$ cat config.mk
export PLATFORM = sky130hd
export DESIGN_NAME = apc_front_flat
export DESIGN_NICKNAME = d
export VERILOG_FILES = /design/src/sv/apc_pkg.sv /design/src/sv/apc_if.sv /design/src/sv/apc_front.sv /design/src/flat_wrapper.sv
export SDC_FILE = /design/constraint.sdc
export NUM_CORES = 1
export LEC_CHECK = 0
export ABC_AREA = 1
export BUFFER_PORTS_ARGS = -buffer_cell sky130_fd_sc_hd__buf_2
export CELL_PAD_IN_SITES_DETAIL_PLACEMENT = 1
export CELL_PAD_IN_SITES_GLOBAL_PLACEMENT = 1
export CORE_MARGIN = 2
export CORE_UTILIZATION = 31
export DETAILED_ROUTE_END_ITERATION = 8
export PLACE_DENSITY = 0.81
export RECOVER_POWER = 25
export SLEW_MARGIN = 40
export SYNTH_ARGS = -nofsm -noshare
export SYNTH_HDL_FRONTEND = slang
export SYNTH_SLANG_ARGS = --single-unit
export TNS_END_PERCENT = 50
$ cat constraint.sdc
create_clock -name i_clk -period 1.4 [get_ports i_clk]
set_clock_uncertainty 0.05 [all_clocks]
set_input_delay 0.07 -clock i_clk [delete_from_list [all_inputs] [get_ports i_clk]]
set_output_delay 0.07 -clock i_clk [all_outputs]
set_load 0.005 [all_outputs]
$ cat src/sv/apc_pkg.sv
// Package for the pileup counter: request codes, base letters, counter slots,
// queue command and response types, back-end states.
// No dependencies; every other file but apc_if imports it.
package apc_pkg;

    localparam int NUM_CNT   = 8;
    localparam int CNT_OUT_W = 16;
    localparam int Q_DEPTH   = 4;

    localparam logic [2:0] REQ_START  = 3'd0;
    localparam logic [2:0] REQ_MATCH  = 3'd1;
    localparam logic [2:0] REQ_DELETE = 3'd2;
    localparam logic [2:0] REQ_INSERT = 3'd3;
    localparam logic [2:0] REQ_READ   = 3'd4;

    localparam logic [7:0] CH_A = 8'h41;
    localparam logic [7:0] CH_C = 8'h43;
    localparam logic [7:0] CH_G = 8'h47;
    localparam logic [7:0] CH_T = 8'h54;
    localparam logic [7:0] CH_N = 8'h4E;

    localparam logic [1:0] ST_OK    = 2'd0;
    localparam logic [1:0] ST_RANGE = 2'd1;
    localparam logic [1:0] ST_SAT   = 2'd2;

    typedef enum logic [2:0] {
        SLOT_A = 3'd0,
        SLOT_C = 3'd1,
        SLOT_G = 3'd2,
        SLOT_T = 3'd3,
        SLOT_N = 3'd4,
        SLOT_M = 3'd5,
        SLOT_I = 3'd6,
        SLOT_D = 3'd7
    } t_slot;

    typedef enum logic [2:0] {
        OP_NONE,
        OP_MATCH,
        OP_DELETE,
        OP_INSERT,
        OP_READ
    } t_op;

    typedef struct packed {
        t_op   op;
        t_slot slot;
        logic  has_letter;
        logic  oor;
    } t_cmd;

    typedef struct packed {
        logic [1:0]                          status;
        logic [NUM_CNT-1:0][CNT_OUT_W-1:0]  count;
    } t_rsp;

    typedef enum logic [1:0] {
        BK_CLEAR,
        BK_IDLE,
        BK_DATA
    } t_bk_state;

endpackage

$ cat src/sv/apc_if.sv
// Request and response channel interfaces of the pileup counter.
// No dependencies.
interface apc_req_if;
    logic        valid;
    logic        ready;
    logic [2:0]  req_type;
    logic [15:0] position;
    logic [7:0]  base;

    modport source (output valid, output req_type, output position, output base,
                    input ready);
    modport sink (input valid, input req_type, input position, input base,
                  output ready);
endinterface


$ cat src/sv/apc_front.sv
// Front end: accepts requests, keeps the walk pointer, classifies each request
// into a table command and address. Depends on apc_pkg and apc_if.
module apc_front #(
    parameter int TABLE_DEPTH = 65536
) (
    input  logic             i_clk,
    input  logic             i_rst_n,
    apc_req_if.sink          i_req,
    input  logic             i_clear_busy,
    input  logic             i_q_full,
    output logic             o_push,
    output apc_pkg::t_cmd    o_cmd,
    output logic [$clog2(TABLE_DEPTH)-1:0] o_addr
);
    import apc_pkg::*;

    localparam int ADDR_W = $clog2(TABLE_DEPTH);
    localparam int PTR_W  = (ADDR_W + 1 > 17) ? ADDR_W + 1 : 17;
    localparam logic [PTR_W-1:0] DEPTH_P = PTR_W'(TABLE_DEPTH);

    logic [PTR_W-1:0] r_ptr;
    logic [PTR_W-1:0] n_ptr;
    logic [PTR_W-1:0] pos_ext;
    logic [PTR_W-1:0] ptr_m1;
    logic             ptr_ok;

    assign i_req.ready = !i_clear_busy && !i_q_full;
    assign o_push      = i_req.valid && i_req.ready;

    assign pos_ext = PTR_W'(i_req.position);
    assign ptr_m1  = r_ptr - PTR_W'(1);
    assign ptr_ok  = r_ptr < DEPTH_P;

    always_comb begin
        o_cmd.op         = OP_NONE;
        o_cmd.slot       = SLOT_M;
        o_cmd.has_letter = 1'b0;
        o_cmd.oor        = 1'b0;
        o_addr           = pos_ext[ADDR_W-1:0];
        n_ptr            = r_ptr;
        case (i_req.req_type)
            REQ_START: begin
                n_ptr     = pos_ext;
                o_cmd.oor = !(pos_ext < DEPTH_P);
            end
            REQ_MATCH: begin
                o_cmd.op = OP_MATCH;
                o_addr   = r_ptr[ADDR_W-1:0];
                case (i_req.base)
                    CH_A: begin
                        o_cmd.slot = SLOT_A;
                        o_cmd.has_letter = 1'b1;
                    end
                    CH_C: begin
                        o_cmd.slot = SLOT_C;
                        o_cmd.has_letter = 1'b1;
                    end
                    CH_G: begin
                        o_cmd.slot = SLOT_G;
                        o_cmd.has_letter = 1'b1;
                    end
                    CH_T: begin
                        o_cmd.slot = SLOT_T;
                        o_cmd.has_letter = 1'b1;
                    end
                    CH_N: begin
                        o_cmd.slot = SLOT_N;
                        o_cmd.has_letter = 1'b1;
                    end
                    default: ;
                endcase
                if (ptr_ok) begin
                    n_ptr = r_ptr + PTR_W'(1);
                end else begin
                    o_cmd.oor = 1'b1;
                end
            end
            REQ_DELETE: begin
                o_cmd.op = OP_DELETE;
                o_addr   = r_ptr[ADDR_W-1:0];
                if (ptr_ok) begin
                    n_ptr = r_ptr + PTR_W'(1);
                end else begin
                    o_cmd.oor = 1'b1;
                end
            end
            REQ_INSERT: begin
                o_cmd.op  = OP_INSERT;
                o_addr    = ptr_m1[ADDR_W-1:0];
                o_cmd.oor = (r_ptr == '0) || !(ptr_m1 < DEPTH_P);
            end
            REQ_READ: begin
                o_cmd.op  = OP_READ;
                o_cmd.oor = !(pos_ext < DEPTH_P);
            end
            default: ;
        endcase
    end

    always_ff @(posedge i_clk) begin
        if (!i_rst_n) begin
            r_ptr <= '0;
        end else if (o_push) begin
            r_ptr <= n_ptr;
        end
    end

endmodule

$ cat src/flat_wrapper.sv
// flat-port wrapper written by rule: the top's interface ports become plain ports
module apc_front_flat import apc_pkg::*;
#(
    parameter int TABLE_DEPTH = 65536
)
  (i_clk, i_rst_n, i_clear_busy, i_q_full, o_push, o_cmd, o_addr, i_req_valid, i_req_req_type, i_req_position, i_req_base, i_req_ready);
  apc_req_if i_req_i ();
  input  logic i_clk;
  input  logic i_rst_n;
  input  logic i_clear_busy;
  input  logic i_q_full;
  output logic o_push;
  output apc_pkg::t_cmd o_cmd;
  output logic [$clog2(TABLE_DEPTH)-1:0] o_addr;
  input wire logic [$bits(i_req_i.valid)-1:0] i_req_valid;
  input wire logic [$bits(i_req_i.req_type)-1:0] i_req_req_type;
  input wire logic [$bits(i_req_i.position)-1:0] i_req_position;
  input wire logic [$bits(i_req_i.base)-1:0] i_req_base;
  output wire logic [$bits(i_req_i.ready)-1:0] i_req_ready;
  assign i_req_i.valid = i_req_valid;
  assign i_req_i.req_type = i_req_req_type;
  assign i_req_i.position = i_req_position;
  assign i_req_i.base = i_req_base;
  assign i_req_ready = i_req_i.ready;
  apc_front #(.TABLE_DEPTH(TABLE_DEPTH)) u_core (.i_clk(i_clk), .i_rst_n(i_rst_n), .i_req(i_req_i), .i_clear_busy(i_clear_busy), .i_q_full(i_q_full), .o_push(o_push), .o_cmd(o_cmd), .o_addr(o_addr));
endmodule
==> reports/results.ini, run 1 <==
[outcome]
status = complete, but fails checks
violations = setup timing

[cells_and_area]
layout-drive-gt1-share = 0.421
largest_register_ffs = 17
antennaDiodeCount = 0
top_regs = u_core.r_ptr x17
nets = 568
area_growth_pct = 59.6
largest-register = u_core.r_ptr

[timing]
period_needed_ns = 1.84
worst_pin_slew_ns = 0.383
fmax_ghz = 0.543
rsz0062_at_grt = yes
finalSetupViolations = 30
setup_slack_ns = -0.440
whs_ns = 0.0831
fin_crit_sh = 1.31
drv_slew = 0
hold_viol_final = 0
setup_tns_ns = -6.39
maxSlewHeadroom = 0.745

[pwr]
pwr-share-seq = 0.293
powerDensity_nw_per_um2 = 510
pwr-share-clk = 0.241
peakVddDrop_v = 0.000306
p_switching_mw = 0.706
internal_power_mw = 1.04
leakagePower_nw = 1.76
switching_share = 0.404
p_comb_frac = 0.466

[synth]
synth_flop_cell = dfxtp_1
yosysTopAreaCellShare = 0.235
yosys_warnings = 0
async_flop_share = 0
synthTopCellsByCount = nand2_1 (134), nor2_1 (72), inv_1 (46)
netlist_top_cells_area = nand2_1 (23%), dfxtp_1 (16%), nor2_1 (13%)
ys_seq_elements = 17
syn_nets = 445
netlist.top_cell.by_area = nand2_1
ys_seq_area_frac = 0.159
synth-edff-count = 0
syn_inst = 410
ys_types = 29
synth.most_common_cell = nand2_1
syn-cell-area_um2 = 2140
syn_area_per_cell_um2 = 5.23

[placement]
hpwl_mm = 7.15
gp_congestion = 0.911
port_buffers = 57
pre_cts_ws_ns = -0.290

[drt]
firstDrtPassIters = 4
antenna_left = 0
m1WireLength_mm = 4.12
via_count = 3243
vias_per_cell = 5.30
met3WireLength_um = 447
wl_per_cell_um = 17.2
remaining_drc_errors = 0
met2_wirelength_mm = 5.57
drt_iter0_markers = 171
wl_mm = 10.5
routed.top_layer = met4

[setup_path]
worstPathRequired_ns = 1.28
path_class = reg2out
critPathCaptureType = output port
crit_path_max_fanout = 4
cp.arrival_ns = 1.72
crit_path_start_kind = flop

[die]
core_um2 = 6760
ios = 58
rows = 30
die_y_um = 87.2
start_util = 0.317
die_area_um2 = 7600
die_w_um = 87.2

[grt]
grt_overflow = 0
grt_max_degree = 23
grt_pass1_vias = 3463
antenna_found_initial = 0
grt_pass1_wl_mm = 16.5
grt.total_usage = 0.279

[clock_tree]
clock_path_buffers = 2
cts_tree = built
clk_latency_ns = 0.27
cts.sinks = 17
numCtsBuffers = 3
cts_root_buf = clkbuf_8
clk_pin_slew_ns = 0.08
cts.htree.levels = 1
hold_buffers = 0

[job]
maxCapViolCount = 0

[hold_path]
min_path_type = in2reg

-- power groups by stage --
stage | sequential, mW | clock (mW) | combinational, mW
after floorplan | 0.517 | 0 | 0.359
after global placement | 0.524 | 0 | 0.637
after detailed placement | 0.524 | 0 | 0.664
after CTS | 0.510 | 0.419 | 0.764
after global routing | 0.514 | 0.440 | 0.884
final | 0.513 | 0.421 | 0.813
-- what timing repair did --
item / in CTS / in global routing
pin swaps: 26 / 17
endpoints found under the setup margin: 31 / 33
resized for setup: 91 / 27
gates cloned: 0 / 0
setup buffers: 16 / 5
-- metrics by stage --
step	instance area, µm²	total power [mW]	std cells	util
after floorplan	2140	0.876	410	-
after global placement	2910	1.16	590	0.430
after detailed placement	2910	1.19	590	0.430
after CTS	3320	1.69	609	0.491
after global routing	3420	1.84	612	0.507
final	3420	1.75	612	0.507
-- routing by layer --
metal | vias to the layer above | track usage
li1 | 1555 | -
met1 | 1555 | 0.295
met2 | 103 | 0.540
met3 | 30 | 0.0284
met4 | 0 | 0.143
met5 | - | 0
-- cells by family (layout without fill, tap and decap cells) --
group | after synthesis | in the layout | synth area share
adder cells (fa/ha/maj) | 3 | 3 | 0.0175
AO/OA/AOI/OAI | 49 | 49 | 0.136
buffers and inverters | 67 | 189 | 0.134
AND/OR/NAND/NOR | 273 | 273 | 0.550
XOR/XNOR | 1 | 1 | 0.00408
flip-flops | 17 | 17 | 0.159
-- cell usage in the layout, fill, tap and decap left out, types with 2 or more instances in the layout --
master,instances
nand2_1,125
buf_4,66
buf_2,55
nor2_1,53
inv_1,40
nand3_1,30
nor2_2,17
o21ai_1,14
nand3_2,11
buf_6,10
nor2_4,9
nand4_1,8
o21ai_0,8
dfxtp_2,8
nand2_2,7
a21oi_1,7
inv_2,6
nand2_4,6
a22oi_1,6
dfxtp_1,5
inv_4,4
dfxtp_4,4
o21ai_2,3
nor3_1,3
a21oi_2,3
nand3_4,3
ha_4,3
clkbuf_8,3
o221ai_2,2
o211ai_1,2
clkbuf_1,2
buf_12,2
-- final cells by class --
type	count	area [µm²]
Fill cell	937	3330
Sequential cell	17	365
Clock inverter	1	5.00
Clock buffer	3	41.3
Tap cell	80	100
Multi-Input combinational cell	326	1780
Inverter	50	198
Timing Repair Buffer	135	931
-- final timing paths --
check	start	end	slack, ns	cells after the start
min reg2reg	u_core.r_ptr[16]	u_core.r_ptr[16]	0.57	2
max reg2reg	u_core.r_ptr[1]	u_core.r_ptr[11]	-0.17	11
min	i_req_position[14]	u_core.r_ptr[14]	0.08	5
max	u_core.r_ptr[0]	o_addr[7]	-0.44	8
-- critical path, stage by stage (launching register included) --
cell and delay (ns):
dfxtp_2 0.34, inv_4 0.08, buf_4 0.11, nand2_2 0.10, nor2_4 0.28, buf_6 0.16, o21ai_0 0.07, o21ai_1 0.18
buf_2 0.14
Note: power is estimated with default switching activity, not from simulation.
==> run 2, diff against run 1 <==
- CORE_ASPECT_RATIO: unset -> 0.75
==> reports/results.ini, run 2 (same netlist as run 1, synthesis figures left out) <==
[cells_and_area]
design_area_um2 = 3400  ; -0.66%
largest-register = u_core.r_ptr
mostFrequentLayoutCell = nand2_1
antennaDiodeCount = 0  ; unchanged
instances_no_fill = 607  ; -0.82%
top_regs = u_core.r_ptr x17
final_cell_mix = nand2_1 (121), buf_4 (60), nor2_1 (55), buf_2 (55), inv_1 (39)
area_growth_pct = 58.6
largest_register_ffs = 17  ; unchanged
nets = 559  ; -1.6%
layout-drive-gt1-share = 0.421  ; about the same

[pwr]
peakVddDrop_v = 0.000275  ; -10%
leakagePower_nw = 1.73  ; -1.4%
p_total_mw = 1.77  ; +1.4%
powerDensity_nw_per_um2 = 521  ; +2.1%

[die]
core_um2 = 6770  ; +0.15%
die_w_um = 100  ; +15%
die_area_um2 = 7610  ; about the same
die_y_um = 76.0  ; -13%
ios = 58  ; unchanged
rows = 26  ; -13%
start_util = 0.317  ; -0.000470

[timing]
period_needed_ns = 1.82  ; -0.0241 ns
setup_tns_ns = -6.94  ; -0.551 ns
maxSlewHeadroom = 0.733  ; -0.0113
setup_slack_ns = -0.416  ; +0.0241 ns
drv_slew = 0  ; unchanged
rsz0062_at_grt = yes
hold_viol_final = 0  ; unchanged
worst_pin_slew_ns = 0.400  ; +0.0164 ns
fin_crit_sh = 1.30  ; -0.0172
finalSetupViolations = 31  ; +3.3%
fmax_ghz = 0.551  ; +1.3%

[hold_path]
hold_end = u_core.r_ptr[15]
min_from = i_req_position[15]
min_path_type = in2reg
whs_path_depth = 5  ; unchanged

[clock_tree]
cts_root_buf = clkbuf_8
cts.htree.levels = 1  ; unchanged
clk_latency_ns = 0.26  ; about the same
cts_tree = built
clock_path_buffers = 2  ; unchanged
numCtsBuffers = 3  ; unchanged
cts.sinks = 17  ; unchanged
clk_pin_slew_ns = 0.08  ; about the same
hold_buffers = 0  ; unchanged

[outcome]
violations = setup timing
status = complete, but fails checks

[setup_path]
path_class = reg2out
worstPathRequired_ns = 1.28  ; about the same
ff2ff_setup_slack_ns = -0.30  ; -0.13 ns
crit_path_max_fanout = 7  ; +3
reg2reg_depth = 11  ; unchanged
cp.arrival_ns = 1.70  ; -0.02 ns
critPathCaptureType = output port
r2r-end = u_core.r_ptr[12]
reg2reg_from = u_core.r_ptr[0]
crit_path_start_kind = flop

[drt]
vias_per_cell = 5.58  ; +5.4%
wl_per_cell_um = 19.9  ; +16%
firstDrtPassIters = 5  ; +1
remaining_drc_errors = 0  ; unchanged
via_count = 3389  ; +4.5%
antenna_left = 0  ; unchanged
drt_iter0_markers = 248  ; +45%
wl_mm = 12.1  ; +15%

[grt]
grt_pass1_vias = 3179  ; -8.2%
grt.total_usage = 0.257  ; -0.0228
grt_max_degree = 19  ; -17%
antenna_found_initial = 0  ; unchanged
grt_pass1_wl_mm = 15.6  ; -5.4%
grt_overflow = 0  ; unchanged

[placement]
post-place-cells = 589  ; -0.17%
port_buffers = 57  ; unchanged
dpl_cell_area_um2 = 2870  ; -1.1%
pre_cts_ws_ns = -0.264  ; +0.0265 ns
gp_congestion = 0.929  ; +2.0%
hpwl_mm = 7.32  ; +2.3%

[job]
maxCapViolCount = 0  ; unchanged

run 2: cell types whose count changed in the layout (fill, tap and decap cells not counted), sizes merged:
cell,before,now
buf,133,124
run 2: per-layer routing:
| metal | part of all wire | global-route usage | up-vias |
|---|---|---|---|
| met4 | 0.047 | 0.0479 | 0 |
| met1 | 0.40 | 0.355 | 1612 |
| met2 | 0.47 | 0.426 | 201 |
| met3 | 0.083 | 0.0385 | 47 |
| li1 | - | - | 1529 |
| met5 | 0 | 0 | - |
run 2: where the power goes:
group / switching (mW) / internal (mW)
Clock: 0.210 / 0.199
Combinational: 0.506 / 0.347
Sequential: 0.0181 / 0.491
Total: 0.734 / 1.04
run 2: stage by stage:
| step | util | hold slack, ns |
|---|---|---|
| floorplan | - | 0.121 |
| global placement | 0.425 | 0.314 |
| detailed placement | 0.425 | 0.321 |
| CTS | 0.458 | 0.0793 |
| global route | 0.503 | 0.107 |
| finish | 0.503 | 0.0787 |
run 2: worst max path at each step:
stage,from,end,depth (start not counted)
5_1_grt,u_core.r_ptr[1],o_addr[13],9
3_3_place_gp,u_core.r_ptr[0],o_addr[10],9
2_1_floorplan,u_core.r_ptr[0],o_addr[8],7
6_report,u_core.r_ptr[1],o_addr[13],9
3_5_place_dp,u_core.r_ptr[1],o_addr[10],9
4_1_cts,u_core.r_ptr[1],o_addr[10],10
run 2: final cells by class:
class,instances,area [µm²]
fill,960,3370
inverter,50,193
clock buffer,3,41.3
clock inverter,1,5.00
tap,84,105
multi-input combinational,326,1840
timing repair buffer,126,852
sequential,17,362
run 2: critical path, cell delays in order, from the launching register on:
cell and delay, ns:
dfxtp_2 0.34, buf_4 0.17, nor2_4 0.15, nand2_4 0.08
nor2_4 0.23, nand3_2 0.12, nand2_1 0.07, nand2_1 0.05
o21ai_1 0.11, buf_2 0.12
run 2: repair_timing:
item / in CTS / in global routing
resized for setup: 56 / 69
cloned: 0 / 0
pin swaps: 18 / 23
setup endpoints to repair: 30 / 32
buffers inserted: 6 / 11
