### src/sv/apc_pkg.sv
// Package for the pileup counter: request codes, base letters, counter slots,
// queue command and response types, back-end states.
// No dependencies; every other file but apc_if imports it.
package apc_pkg;

    localparam int NUM_CNT   = 8;
    localparam int CNT_OUT_W = 16;
    localparam int Q_DEPTH   = 4;

    localparam logic [2:0] REQ_START  = 3'd0;
    localparam logic [2:0] REQ_MATCH  = 3'd1;
    localparam logic [2:0] REQ_DELETE = 3'd2;
    localparam logic [2:0] REQ_INSERT = 3'd3;
    localparam logic [2:0] REQ_READ   = 3'd4;

    localparam logic [7:0] CH_A = 8'h41;
    localparam logic [7:0] CH_C = 8'h43;
    localparam logic [7:0] CH_G = 8'h47;
    localparam logic [7:0] CH_T = 8'h54;
    localparam logic [7:0] CH_N = 8'h4E;

    localparam logic [1:0] ST_OK    = 2'd0;
    localparam logic [1:0] ST_RANGE = 2'd1;
    localparam logic [1:0] ST_SAT   = 2'd2;

    typedef enum logic [2:0] {
        SLOT_A = 3'd0,
        SLOT_C = 3'd1,
        SLOT_G = 3'd2,
        SLOT_T = 3'd3,
        SLOT_N = 3'd4,
        SLOT_M = 3'd5,
        SLOT_I = 3'd6,
        SLOT_D = 3'd7
    } t_slot;

    typedef enum logic [2:0] {
        OP_NONE,
        OP_MATCH,
        OP_DELETE,
        OP_INSERT,
        OP_READ
    } t_op;

    typedef struct packed {
        t_op   op;
        t_slot slot;
        logic  has_letter;
        logic  oor;
    } t_cmd;

    typedef struct packed {
        logic [1:0]                          status;
        logic [NUM_CNT-1:0][CNT_OUT_W-1:0]  count;
    } t_rsp;

    typedef enum logic [1:0] {
        BK_CLEAR,
        BK_IDLE,
        BK_DATA
    } t_bk_state;

endpackage

### src/sv/apc_queue.sv
// Short command queue between the front end and the table back end.
// Depends on apc_pkg.
module apc_queue #(
    parameter int ADDR_W = 16
) (
    input  logic              i_clk,
    input  logic              i_rst_n,
    input  logic              i_push,
    input  apc_pkg::t_cmd     i_cmd,
    input  logic [ADDR_W-1:0] i_addr,
    output logic              o_full,
    output logic              o_valid,
    output apc_pkg::t_cmd     o_cmd,
    output logic [ADDR_W-1:0] o_addr,
    input  logic              i_pop
);
    import apc_pkg::*;

    localparam int QP_W = $clog2(Q_DEPTH);
    localparam int QC_W = QP_W + 1;

    t_cmd              r_cmd_q [Q_DEPTH];
    logic [ADDR_W-1:0] r_addr_q [Q_DEPTH];
    logic [QP_W-1:0]   r_wr_ptr;
    logic [QP_W-1:0]   r_rd_ptr;
    logic [QC_W-1:0]   r_count;

    assign o_full  = r_count == QC_W'(Q_DEPTH);
    assign o_valid = r_count != '0;
    assign o_cmd   = r_cmd_q[r_rd_ptr];
    assign o_addr  = r_addr_q[r_rd_ptr];

    always_ff @(posedge i_clk) begin
        if (i_push) begin
            r_cmd_q[r_wr_ptr]  <= i_cmd;
            r_addr_q[r_wr_ptr] <= i_addr;
        end
    end

    always_ff @(posedge i_clk) begin
        if (!i_rst_n) begin
            r_wr_ptr <= '0;
            r_rd_ptr <= '0;
            r_count  <= '0;
        end else begin
            if (i_push) begin
                r_wr_ptr <= r_wr_ptr + QP_W'(1);
            end
            if (i_pop) begin
                r_rd_ptr <= r_rd_ptr + QP_W'(1);
            end
            if (i_push && !i_pop) begin
                r_count <= r_count + QC_W'(1);
            end else if (i_pop && !i_push) begin
                r_count <= r_count - QC_W'(1);
            end
        end
    end

    a_no_overflow: assert property (@(posedge i_clk) disable iff (!i_rst_n)
        o_full |-> !i_push)
        else $error("queue pushed while full");
    a_no_underflow: assert property (@(posedge i_clk) disable iff (!i_rst_n)
        !o_valid |-> !i_pop)
        else $error("queue popped while empty");
    a_count_up: assert property (@(posedge i_clk) disable iff (!i_rst_n)
        i_push && !i_pop |=> r_count == $past(r_count) + QC_W'(1))
        else $error("queue count did not follow a push");

endmodule

### config.mk
export PLATFORM = sky130hd
export DESIGN_NAME = apc_queue
export DESIGN_NICKNAME = d
export VERILOG_FILES = /design/src/sv/apc_pkg.sv /design/src/sv/apc_queue.sv
export SDC_FILE = /design/constraint.sdc
export NUM_CORES = 1
export LEC_CHECK = 0
export BUFFER_PORTS_ARGS = -buffer_cell sky130_fd_sc_hd__buf_2
export CAP_MARGIN = 20
export CORE_AREA = 8 8 94 96
export DETAILED_ROUTE_END_ITERATION = 6
export DIE_AREA = 0 0 102 104
export PLACE_DENSITY = 0.76
export SLEW_MARGIN = 10
export SYNTH_ARGS = -nofsm -noshare
export SYNTH_HDL_FRONTEND = slang
export SYNTH_SLANG_ARGS = --single-unit
### constraint.sdc
create_clock -name i_clk -period 2.2 [get_ports i_clk]
set_input_delay 0.11 -clock i_clk [delete_from_list [all_inputs] [get_ports i_clk]]
set_output_delay 0.11 -clock i_clk [all_outputs]
set_load 0.05 [all_outputs]
==> metrics, run 1 <==
status=finished clean; number of diodes=0; layout cells sized above 1=36.7%; leakage power=1.67 nW; grt met1 use=15.8%; Die W=102 µm; worst min path class=primary input to flip-flop; Total Routing Usage GR=13.2%; core area=0.00745 mm²; residual DRC count=0; Slew @ Worst Pin=0.428 ns; H-tree Lvls=3; Num CTS Buffers=9; crit path launch type=flip-flop; Synth top area share=73.0%; Seq/Total Area, Yosys=77.5%; Area after DPL=0.00435 mm²; FF+latch count, synth=105; Setup Crit Path Kind=flip-flop to output port; f_max=487 MHz; Max Slew Vio Count=0; vias in the first global route=2084; Starting Density=53.0%; Critical Path RT=2.09 ns; unrepaired setup endpoints after global routing=false; Final Instance Area=0.00477 mm²; first-pass GRT wire length=10500 µm; PortBufs=53; area grow syn2layout=20.7%; max-cap viol count=0; Yosys top cell by area=edfxtp_1; Routed Antenna Nets=0; Root Driver=clkbuf_8; crit-path max FO=11; DIE AREA=0.0106 mm²; Rows=32; Setup Skew=0.00902 ns; routed vias/inst=5.15; placed cells=326; Crit. End Element=output port; peak supply drop=0.385 mV; Post-Syn Area=0.00395 mm²; Final period util=93.3%; Final nets=293; hold_ws=0.0468 ns; Via Count=1885; commonest non-fill, non-tap cell in the layout=edfxtp_1; largest net degree at the start of global routing=25; Final setup violation count=0; hpwl dp=4420 µm; met3 usage=3.01%; Period minus WS final=2.05 ns; Hold Startpoint=i_rst_n; GR Util met2=21.6%; CTS resizes=0; main area contributors after synthesis=edfxtp_1 (73%), mux4_2 (11%), dfxtp_1 (4.6%), mux4_1 (2.7%), ha_1 (1.6%); Finished Core Util=64.0%; Netlist cell types=21; Placer Congestion=0.715; r2r startpoint=r_wr_ptr[0]; TritonCTS clock tree=done; PnR Total Power=4.08 mW; CP Data Arrival Time=1.94 ns; pre-CTS setup slack=0.492 ns; Clock transition at path regs=0.09 ns; Die H=104 µm; Final Hold Fails=0; Clock Sinks=105; hold buffers post-CTS=24; Syn Inst Count=169; FF+latch area=0.00306 mm²; Syn. warnings=0; Non-Filler Instances=366; commonest non-fill, non-tap cells in the layout=edfxtp_1 (96), buf_2 (53), dlygate4sd3_1 (24); setup ws final=0.148 ns; Clock Latency Late Sink=0.36 ns; Detailed Route Iter0 Violations=58; total gr overflow=0; number of antenna violations at the first check in global routing=0; postcts setup bufs=0; PD cells=857 mW/mm²; busiest grt layer=met2; Max-slew headroom=71.5%; clock buffer depth=2; drt pass-1 iters=4; area occupied by multi-input gates=807 µm²; top-level I/O count=54; Post-Route WL=6540 µm; mean post-synth cell area=23.4 µm²; Routed WL per cell=17.9 µm; filler instances=543; TNS Setup=0 ns; syn_nets=203
## cell type report
class | instances | area share [%]
clock buffers | 9 | 2.60
clock inverters | 7 | 1.10
inverters | 4 | 0.315
multi-input cells | 54 | 16.9
flip-flops and latches | 105 | 64.3
well taps | 102 | 2.68
repair buffers | 85 | 12.1
## report_power, final
| part | switching [mW] | internal [mW] | leakage, nW | total, mW |
|---|---|---|---|---|
| combinational | 0.459 | 0.247 | 0.631 | 0.705 |
| clock | 0.633 | 0.417 | 0.0799 | 1.05 |
| sequential | 0.0451 | 2.28 | 0.956 | 2.33 |
| total | 1.14 | 2.95 | 1.67 | 4.08 |
## cell families (layout without fill, tap and decap cells)
| family | Yosys count | in the layout | share of synthesized area, % |
|---|---|---|---|
| DFF | 105 | 105 | 77.5 |
| muxes | 26 | 26 | 14.6 |
| and+or+nand+nor | 15 | 15 | 2.34 |
| buffers and inverters | 10 | 105 | 2.03 |
| adders and majority gates | 6 | 6 | 2.09 |
| xor gates and xnor gates | 5 | 5 | 1.11 |
| AOI/OAI and AO/OA | 2 | 2 | 0.317 |
## state kept, by name, summed over array words and instances, names as in the netlist, named ones only
register,count
r_addr_q,64
r_rd_ptr,2
r_cmd_q,32
r_count,3
r_wr_ptr,2
## worst max-delay path: stages (launching register included)
cell and delay [ns]:
dfxtp_2 0.55, buf_4 0.30, mux4_2 0.52, buf_2 0.22
## path summary, 6_finish.rpt
check	endpoint	slack [ns]	depth (start not counted)
min reg2reg	r_count[2]	0.54	2
max	o_addr[14]	0.15	3
min	r_count[0]	0.05	2
max reg2reg	r_cmd_q[0][0]	0.63	4
## layer usage
metal | share of wire, % | wire [µm]
met5 | 0 | 0
met4 | 2.0 | 131
met3 | 5.1 | 336
met2 | 51 | 3350
met1 | 42 | 2720
## synth_stat cells
master,n
edfxtp_1,96
mux4_2,20
and2_1,9
dfxtp_1,9
ha_1,5
inv_1,4
mux4_1,4
xor2_1,3
buf_12,2
buf_2,2
mux2i_1,2
nor2b_1,2
or3_1,2
xnor2_1,2
a21boi_0,1
buf_6,1
clkbuf_1,1
fa_1,1
nand2_1,1
nor3b_1,1
o21ai_0,1
No activity file was read; power rests on OpenSTA's default activity.
==> inputs of run 2 (changes only) <==
Settings changed: RECOVER_POWER set to 100.
==> run 2 against run 1 <==
Effect of this change: combinational power shrank 3%; non-clock buffer count is the same; clock power is essentially flat.
==> metrics, run 2 (synthesis results as in run 1) <==
PD cells=864 mW/mm²; Top Registers=r_addr_q: 64 flops, r_cmd_q: 32 flops, r_count: 3 flops; Routed WL per cell=17.9 µm; largest net degree at the start of global routing=25; Clock transition at path regs=0.09 ns; DIE AREA=0.0106 mm²; top-level I/O count=54; Slew @ Worst Pin=0.654 ns; Final period util=93.7%; Root Driver=clkbuf_8; TNS Setup=0 ns; Crit. End Element=output port; Die H=104 µm; Clock Sinks=105; crit path buf inv count=2; peak supply drop=0.383 mV; area grow syn2layout=19.0%; CP delay by family, top=flip-flops; Via Count=1874; f_max=485 MHz; residual DRC count=0; number of antenna violations at the first check in global routing=0; Rows=32; Period minus WS final=2.06 ns; Clock Latency Late Sink=0.36 ns; Max Slew Vio Count=0; CP Data Arrival Time=1.95 ns; routed vias/inst=5.12; total gr overflow=0; Die W=102 µm; worst min path class=primary input to flip-flop; commonest non-fill, non-tap cell in the layout=edfxtp_1; Final nets=293; Setup Crit Path Kind=flip-flop to output port; area occupied by multi-input gates=807 µm²; first-pass GRT wire length=10500 µm; Top reg by flops=r_addr_q; Starting Density=53.0%; GR Util met2=21.6%; Max-slew headroom=56.4%; filler instances=556; Post-Route WL=6540 µm; crit-path max FO=11; Detailed Route Iter0 Violations=67; number of diodes=0; H-tree Lvls=3; CP max stage cell=dfxtp_2; TritonCTS clock tree=done; grt met1 use=15.8%; Total Routing Usage GR=13.2%; vias in the first global route=2084; biggest cell delay along the critical path=0.55 ns; PortBufs=53; FF+latch area=0.00306 mm²; hpwl dp=4420 µm; CTS resizes=0; Num CTS Buffers=9; Final Hold Fails=0; Placer Congestion=0.715; core area=0.00745 mm²; pre-CTS setup slack=0.492 ns; Critical Path RT=2.09 ns; clock buffer depth=2; crit path launch type=flip-flop; leakage power=1.56 nW; Routed Antenna Nets=0; busiest grt layer=met2; setup ws final=0.138 ns; PnR Total Power=4.06 mW; worst-path cell chain=buf_4 -> mux4_1 -> clkbuf_2; Final setup violation count=0; layout cells sized above 1=24.2%; met3 usage=3.01%; max-cap viol count=0; max reg flops=64; commonest non-fill, non-tap cells in the layout=edfxtp_1 (96), clkbuf_1 (33), dlygate4sd3_1 (24); unrepaired setup endpoints after global routing=false; Setup Skew=0.00995 ns; status=finished clean; drt pass-1 iters=4
[run 2: worst reg2reg max path, stage by stage, from the launching register on]
cell	delay [ns]
dfxtp_1	0.36
inv_1	0.09
ha_1	0.14
and2_0	0.50
clkbuf_1	0.52
[run 2: final cells by class]
| class | count | area share [%] |
|---|---|---|
| Clock inverter | 7 | 1.12 |
| Timing Repair Buffer | 85 | 10.9 |
| Multi-Input combinational cell | 54 | 17.2 |
| Clock buffer | 9 | 2.63 |
| Tap cell | 102 | 2.71 |
| Inverter | 4 | 0.319 |
| Sequential cell | 105 | 65.2 |
[run 2: report_power, final]
part / total, mW / switching, mW / internal, mW
logic: 0.686 / 0.460 / 0.226
clock network: 1.05 / 0.631 / 0.417
registers: 2.33 / 0.0451 / 2.28
[run 2: path summary, 6_finish.rpt]
kind                                   from  slack [ns]              to  depth (start not counted)
worst min register to register   r_count[2]        0.54      r_count[2]                          2
worst min-delay path                i_rst_n        0.05      r_count[0]                          2
worst max register to register  r_wr_ptr[0]        0.23  r_addr_q[2][9]                          4
worst max-delay path              flip-flop        0.14        o_cmd[7]                          3
[run 2: metal layers]
| layer | wire length [µm] | vias up |
|---|---|---|
| met5 | 0 | - |
| met4 | 106 | 0 |
| met3 | 336 | 13 |
| met2 | 3370 | 46 |
| met1 | 2730 | 950 |
| li1 | - | 865 |
[run 2: stage by stage]
stage	utilization (%)	std cells	hold WS (ns)	area, µm²
after floorplan	-	169	0.209	3950
after global placement	58.4	326	0.324	4350
after CTS	64.0	366	0.0502	4770
after global routing	63.1	366	0.0496	4700
final	63.1	366	0.0538	4700
after detailed placement	58.4	326	0.332	4350
[run 2: timing repair]
item	in CTS	in global routing
hold buffers	24	0
buffers inserted	0	0
hold endpoints to repair	96	0
==> inputs of run 3 (changes only) <==
Settings changed: CORE_AREA 8 8 94 96 to 8 8 98 100, CTS_CLUSTER_SIZE set to 10, DIE_AREA 0 0 102 104 to 0 0 106 108, PLACE_DENSITY 0.76 to 0.73.
Clock period 2.2 ns to 1.8 ns, I/O delays scaled along.
==> run 3 against run 2 <==
Effect of this change: sequential share of layout area shrank 2.3 points; largest power group unchanged; worst setup slack got worse by 0.099 ns; register-to-register slack lost 0.10 ns; clock skew is 0.0013 ns higher; worst hold slack got worse by 0.010 ns; combinational power up 40%; highest routed layer unchanged; non-clock buffer count rose by 1; flip-flop and latch count unchanged; clock power is 42% higher.
==> metrics, run 3 (synthesis results as in run 1) <==
Clock Latency Late Sink=0.35 ns; Detailed Route Iter0 Violations=66; clock buffer depth=2; Num CTS Buffers=9; sw frac=25.7%; peak supply drop=0.572 mV; Placer Congestion=0.715; commonest non-fill, non-tap cell in the layout=edfxtp_1; clock network power share=28.1%; Via Count=1875; biggest cell delay along the critical path=0.53 ns; FF+latch area=0.00307 mm²; Internal=3.93 mW; core area=0.00805 mm²; CP max stage cell=mux4_2; status=finished clean; Final Hold Fails=0; top-level I/O count=54; worst min path class=primary input to flip-flop; Rows=33; Root Driver=clkbuf_8; Routed Antenna Nets=0; unrepaired setup endpoints after global routing=true; max reg flops=64; number of antenna violations at the first check in global routing=0; crit path launch type=flip-flop; drt pass-1 iters=4; commonest non-fill, non-tap cells in the layout=edfxtp_1 (96), clkbuf_1 (26), dlygate4sd3_1 (24); Reg2Reg Setup Slack=0.13 ns; vias in the first global route=2059; Die W=106 µm; Clock Sinks=105; pre-CTS setup slack=0.168 ns; setup ws final=0.0397 ns; Final Instance Area=0.00488 mm²; total gr overflow=0; hold_ws=0.0438 ns; PD cells=1080 mW/mm²; routed vias/inst=5.10; Finished Core Util=60.6%; Top Registers=r_addr_q: 64 flops, r_cmd_q: 32 flops, r_count: 3 flops; Slew @ Worst Pin=0.724 ns; CP Data Arrival Time=1.67 ns; share of power burned in registers=53.7%; number of diodes=0; residual DRC count=0; Crit. End Element=output port; Final nets=294; max-cap viol count=0; Setup Crit Path Kind=flip-flop to output port; area occupied by multi-input gates=800 µm²; H-tree Lvls=3; worst-path cell chain=clkbuf_16 -> mux4_2 -> buf_6; Routed WL per cell=18.7 µm; Final setup violation count=0; Max Slew Vio Count=0; largest net degree at the start of global routing=25; Total Routing Usage GR=12.5%; hpwl dp=4250 µm; Starting Density=49.1%; Clock transition at path regs=0.09 ns; DIE AREA=0.0114 mm²; Period minus WS final=1.76 ns; filler instances=610; crit-path max FO=8; Top reg by flops=r_addr_q; Sw Pwr=1.36 mW; f_max=568 MHz; leakage power=1.64 nW; Critical Path RT=1.71 ns; layout cells sized above 1=27.4%; Area after DPL=0.00439 mm²; Max-slew headroom=51.7%; first-pass GRT wire length=10800 µm; Final period util=97.8%; area grow syn2layout=23.5%; Post-Route WL=6860 µm; PortBufs=53; Die H=108 µm; Comb pwr share=18.2%; TritonCTS clock tree=done; TNS Setup=0 ns; Setup Skew=0.0113 ns
-- run 3: stage by stage --
step / cells / total power, mW
final: 368 / 5.29
after global routing: 368 / 5.50
after CTS: 367 / 5.30
after detailed placement: 328 / 3.76
after global placement: 328 / 3.74
after floorplan: 169 / 3.53
-- run 3: cell type report --
| type | instances | share of cell area [%] |
|---|---|---|
| inverter | 4 | 0.308 |
| multi-input combinational | 54 | 16.4 |
| timing repair buffer | 86 | 13.6 |
| clock buffer | 9 | 2.54 |
| clock inverter | 5 | 1.64 |
| sequential | 105 | 62.8 |
| tap | 105 | 2.69 |
-- run 3: timing repair --
item                                   CTS  global route
hold buffers                            24             0
setup endpoints to repair               20            20
endpoints found under the hold margin   96             0
gates cloned                             0             1
gates resized for setup                 10            38
setup buffers                            1             0
-- run 3: worst paths after layout --
kind,from,cells past startpoint,to
worst max-delay path,flip-flop,3,o_addr[12]
worst min-delay path,i_rst_n,2,r_wr_ptr[0]
worst max register to register,r_wr_ptr[0],4,r_addr_q[0][1]
worst min register to register,r_count[2],2,r_count[2]
-- run 3: routing by layer --
| metal | wire length [µm] | GRT usage [%] |
|---|---|---|
| met1 | 2950 | 14.5 |
| met2 | 3530 | 21.4 |
| met3 | 288 | 3.03 |
| met4 | 94 | 6.03 |
| met5 | 0 | 0 |
-- run 3: worst max-delay path: cells and delay by family, from the launching register on --
family,cells,cell delay [ns]
DFF,1,0.43
muxes,1,0.53
buffers and inverters,2,0.36
-- run 3: power groups by stage --
stage,sequential (mW),clock (mW),combinational [mW]
detailed placement,2.90,0,0.868
global route,2.86,1.62,1.02
floorplan,2.88,0,0.653
global placement,2.89,0,0.852
finish,2.84,1.49,0.963
CTS,2.84,1.52,0.935
